### src/rtl/assert_macros.svh
// assertion macros used by k_way_sorted_merge
// no dependencies; checks compile away when SYNTHESIS is defined
`ifndef ASSERT_MACROS_SVH
`define ASSERT_MACROS_SVH
`ifndef SYNTHESIS
`define ASSERT_CLK(lbl, clk, rstn, prop) \
  lbl: assert property (@(posedge clk) disable iff (!rstn) (prop)) \
    else $error("assertion failed");
`define ASSERT_NEVER(lbl, clk, rstn, expr) \
  `ASSERT_CLK(lbl, clk, rstn, !(expr))
`else
`define ASSERT_CLK(lbl, clk, rstn, prop)
`define ASSERT_NEVER(lbl, clk, rstn, expr)
`endif
`endif

### src/rtl/kwm_pkg.sv
// types, constants and helpers for the k-way sorted merge block
// no dependencies
package kwm_pkg;

  localparam int NumLists  = 8;
  localparam int ListDepth = 64;
  localparam int ValW      = 32;
  localparam int LiW       = $clog2(NumLists);
  localparam int PtrW      = $clog2(ListDepth);
  localparam int CntW      = $clog2(ListDepth + 1);
  localparam int AddrW     = LiW + PtrW;
  localparam int MemDepth  = NumLists * ListDepth;
  localparam int LeafN     = 1 << LiW;
  localparam int NodeN     = 2 * LeafN - 1;

  localparam logic FuncAppend = 1'b0;
  localparam logic FuncPop    = 1'b1;

  typedef enum logic [1:0] {
    StOk    = 2'd0,
    StEmpty = 2'd1,
    StFull  = 2'd2,
    StOrder = 2'd3
  } status_e;

  typedef struct packed {
    logic                   func;
    logic [2:0]             list_index;
    logic signed [ValW-1:0] value;
  } in_req_t;

  typedef struct packed {
    logic signed [ValW-1:0] out_value;
    logic [2:0]             source_list;
    logic [1:0]             status;
  } out_rsp_t;

  typedef struct packed {
    logic           found;
    logic [LiW-1:0] idx;
  } min_sel_t;

  function automatic logic [PtrW-1:0] next_slot(input logic [PtrW-1:0] p);
    return (p == PtrW'(ListDepth - 1)) ? '0 : p + PtrW'(1);
  endfunction

endpackage

### src/rtl/kwm_min_tree.sv
// compare tree picking the smallest valid head, lower list wins on ties
// depends on kwm_pkg
module kwm_min_tree (
  input  logic signed [kwm_pkg::ValW-1:0] head_val_i [kwm_pkg::NumLists],
  input  logic [kwm_pkg::NumLists-1:0]    head_vld_i,
  output kwm_pkg::min_sel_t               sel_o
);

  logic                            vld [kwm_pkg::NodeN];
  logic signed [kwm_pkg::ValW-1:0] val [kwm_pkg::NodeN];
  logic [kwm_pkg::LiW-1:0]         idx [kwm_pkg::NodeN];

  always_comb begin
    for (int n = 0; n < kwm_pkg::NodeN; n++) begin
      vld[n] = 1'b0;
      val[n] = '0;
      idx[n] = '0;
    end
    for (int i = 0; i < kwm_pkg::LeafN; i++) begin
      if (i < kwm_pkg::NumLists) begin
        vld[kwm_pkg::LeafN - 1 + i] = head_vld_i[i];
        val[kwm_pkg::LeafN - 1 + i] = head_val_i[i];
      end
      idx[kwm_pkg::LeafN - 1 + i] = kwm_pkg::LiW'(i);
    end
    for (int n = kwm_pkg::LeafN - 2; n >= 0; n--) begin
      if (vld[2*n+1] && (!vld[2*n+2] || val[2*n+1] <= val[2*n+2])) begin
        val[n] = val[2*n+1];
        idx[n] = idx[2*n+1];
      end else begin
        val[n] = val[2*n+2];
        idx[n] = idx[2*n+2];
      end
      vld[n] = vld[2*n+1] | vld[2*n+2];
    end
  end

  assign sel_o.found = vld[0];
  assign sel_o.idx   = idx[0];

endmodule

### config.mk
export PLATFORM = sky130hd
export DESIGN_NAME = kwm_min_tree
export DESIGN_NICKNAME = d
export VERILOG_FILES = /design/src/rtl/assert_macros.svh /design/src/rtl/kwm_pkg.sv /design/src/rtl/kwm_min_tree.sv
export SDC_FILE = /design/constraint.sdc
export NUM_CORES = 1
export LEC_CHECK = 0
export ABC_AREA = 1
export ABC_CLOCK_PERIOD_IN_PS = 7500
export BUFFER_PORTS_ARGS = -buffer_cell sky130_fd_sc_hd__buf_2
export CORE_MARGIN = 3
export CORE_UTILIZATION = 49
export DETAILED_ROUTE_END_ITERATION = 8
export PLACE_DENSITY = 0.77
export SYNTH_ARGS = -nofsm -noshare
export SYNTH_HDL_FRONTEND = slang
export SYNTH_SLANG_ARGS = --single-unit
### constraint.sdc
create_clock -name vclk -period 7.5
set_input_delay 0.75 -clock vclk [all_inputs]
set_output_delay 0.75 -clock vclk [all_outputs]
set_load 0.05 [all_outputs]
==> Flow_metrics.wiki <==
{| class="wikitable"
! Metric !! Value
|-
| Sequential cell count || 0
|-
| Fraction of the yosys area taken by sequential cells || 0
|-
| # port buffers || ~270
|-
| Via count of the routed design || 10800
|-
| Number of setup violations in the final report || 0
|-
| VDD IR-drop max || 0.124 mV
|-
| Number of placed instances with taps included || just over 2000
|-
| Time the final worst path needs with I/O delays and setup || around 7 ns
|-
| Final standard cell area without fillers || 10500 um^2
|-
| Total power divided by cell area || about 110 nW/um^2
|-
| Number of top-level pins || about 270
|-
| Largest net degree at the start of global routing || 36
|-
| Static leakage power || about 6.6 nW
|-
| Syn avg cell area || 5.70 um^2
|-
| Final WL || 28400 um
|-
| Initial core utilization || 0.508
|-
| Area of all sequential standard cells || 0 um^2
|-
| Max Cap Violations || 0
|-
| Result of the run || completed
|-
| Final std cells w/o fill || 2026
|-
| Peak Freq || 142 MHz
|-
| Core region area || approximately 18000 um^2
|-
| Critical Path Most Common Cell || sky130_fd_sc_hd__nand2_1
|-
| Grt total ovfl || 0
|-
| Yosys top cell area share || 0.314
|-
| Synthesized Nets || 2055
|-
| Post-synthesis cell area || 8930 um^2
|-
| Number of global-route vias before repair || 9968
|-
| Area grow syn2layout || 17.7%
|-
| Average via count per standard cell || 5.35
|-
| Final critical-path share of the clock period || 0.937
|-
| Count of distinct cell types in the synthesized netlist || 33
|-
| # clk buffers || 0
|-
| Critical path capture point type || output pin
|-
| Syn Inst Count || 1567
|-
| Share of post-route cells with drive strength above 1 || 0.172
|-
| Cell row count || 48
|-
| Remaining DRCs || 0
|-
| Dominant cells by area after synthesis || sky130_fd_sc_hd__ha_1 31%, sky130_fd_sc_hd__nand2_1 20%, sky130_fd_sc_hd__nand3_1 14%
|-
| Remaining antenna violation count after routing || 0
|-
| Total number of yosys warnings || 0
|-
| Global-route usage over all layers || 0.266
|-
| Hold Slack || approximately 2.1 ns
|-
| Area leader, netlist || sky130_fd_sc_hd__ha_1
|-
| Number of max-slew violations in the final report || 0
|-
| DIE AREA || about 20000 um^2
|-
| Placed cell areas || 10400 um^2
|-
| Avg WL per Cell || 14.0 um
|-
| Wire length of the first global-routing pass || 44500 um
|-
| Most frequent cells in the layout || 469 x sky130_fd_sc_hd__nand2_1, 266 x sky130_fd_sc_hd__buf_2, 247 x sky130_fd_sc_hd__nand3_1
|-
| Die Width || roughly 140 um
|-
| Final HPWL DP || 24800 um
|-
| Max incr delay on CP || about 0.33 ns
|-
| Setup crit start kind || primary input
|-
| Worst min path class || in -> out
|-
| Data arrival at the endpoint of the critical path || around 6.3 ns
|-
| Worst Path Class, Setup || in -> out
|-
| Maximum fanout along the worst path || 19
|-
| Final RePlAce weighted congestion || 0.984
|-
| Data required time at the worst endpoint || 6.75 ns
|-
| Number of nets in the layout || 2290
|-
| Total iterations of the first detailed-routing run || 5
|-
| First DRT Iteration DRCs || 686
|-
| Number of antenna violations at the first check in global routing || 2
|-
| Highest-delay cell along the critical path || sky130_fd_sc_hd__ha_1
|-
| Final hold viol count || 0
|-
| Number of fillers in the final layout || 1819
|-
| Worst-margin pin slew || 0.719 ns
|-
| Leading cell type in the layout, fill and taps excluded || sky130_fd_sc_hd__nand2_1
|-
| Relative max-transition margin || 0.520
|-
| Height of the chip || 141 um
|}
==> routing by layer <==
metal,up-vias,wire (um),global-route usage
met5,-,7,0
met4,2,698,0.0571
met3,49,1810,0.0170
met2,373,13600,0.488
met1,4748,12300,0.342
li1,5661,-,-
==> kinds of logic after synthesis <==
| group | count (synthesis) | synth area share |
|---|---|---|
| buffers and inverters | 266 | 0.120 |
| AO/OA/AOI/OAI | 160 | 0.0981 |
| AND/OR/NAND/NOR | 917 | 0.469 |
| adder cells (fa/ha/maj) | 224 | 0.314 |
==> cell usage after synthesis <==
cell type	instances
sky130_fd_sc_hd__nor3_2	2
sky130_fd_sc_hd__nor2_1	60
sky130_fd_sc_hd__ha_1	224
sky130_fd_sc_hd__nor4_2	1
sky130_fd_sc_hd__and3_1	1
sky130_fd_sc_hd__nand3_4	1
sky130_fd_sc_hd__buf_2	26
sky130_fd_sc_hd__a21oi_1	103
sky130_fd_sc_hd__nand2_4	1
sky130_fd_sc_hd__nand3_1	247
sky130_fd_sc_hd__o21a_1	13
sky130_fd_sc_hd__inv_2	2
sky130_fd_sc_hd__nand4_2	1
sky130_fd_sc_hd__nor2_2	1
sky130_fd_sc_hd__buf_4	10
sky130_fd_sc_hd__nor3_1	10
sky130_fd_sc_hd__and2_1	65
sky130_fd_sc_hd__o211ai_1	1
sky130_fd_sc_hd__nand4_1	15
sky130_fd_sc_hd__a21o_1	4
sky130_fd_sc_hd__o21bai_1	6
sky130_fd_sc_hd__clkbuf_1	16
sky130_fd_sc_hd__a21boi_0	3
sky130_fd_sc_hd__o21ai_0	26
sky130_fd_sc_hd__or2_2	2
sky130_fd_sc_hd__nand3_2	4
sky130_fd_sc_hd__a31oi_1	3
sky130_fd_sc_hd__a41oi_1	1
sky130_fd_sc_hd__nand2_2	4
sky130_fd_sc_hd__nand3b_1	31
sky130_fd_sc_hd__nand2_1	470
sky130_fd_sc_hd__inv_1	212
sky130_fd_sc_hd__nor3b_2	1
==> through the flow <==
stage,TNS [ns],power [mW],worst slack (ns),util
2_1_floorplan,0,0.812,0.419,-
3_3_place_gp,0,1.10,0.124,0.591
3_5_place_dp,0,1.12,0.00221,0.591
4_1_cts,0,1.13,0.0168,0.592
5_1_grt,-0.170,1.33,-0.0947,0.597
6_report,0,1.16,0.470,0.597
==> power by group <==
group / internal [mW] / switching (mW)
clock: 0.0000000178 / 0
sequential: 0 / 0
combinational: 0.449 / 0.712
==> worst max-delay path: cells and delay by family <==
kind	cells	cell delay, ns
buffers and inverters	5	0.68
AOI/OAI and AO/OA	3	0.53
adders and majority gates	3	0.97
and+or+nand+nor	28	3.31
==> repair_timing <==
action                                  4_1_cts  5_1_grt
cloned                                        0        1
endpoints found under the setup margin        1        3
resized for setup                             1       24
hold buffers                                  0        0
buffers inserted                              0        2
pin swaps                                     0        3
==> final timing paths <==
| path | start | endpoint | slack [ns] | cells past startpoint |
|---|---|---|---|---|
| worst min-delay path | head_vld_i[3] | sel_o[2] | 2.08 | 5 |
| worst max-delay path | head_val_i[223] | sel_o[1] | 0.47 | 39 |
==> final cells by class <==
class	instances	area, um^2	share of cell area
Inverter	214	813	0.0774
Timing Repair Buffer	284	1490	0.142
Multi-Input combinational cell	1302	7930	0.754
Antenna cell	1	2.50	0.000238
Tap cell	225	282	0.0268
No activity file was read; power rests on OpenSTA's default activity.
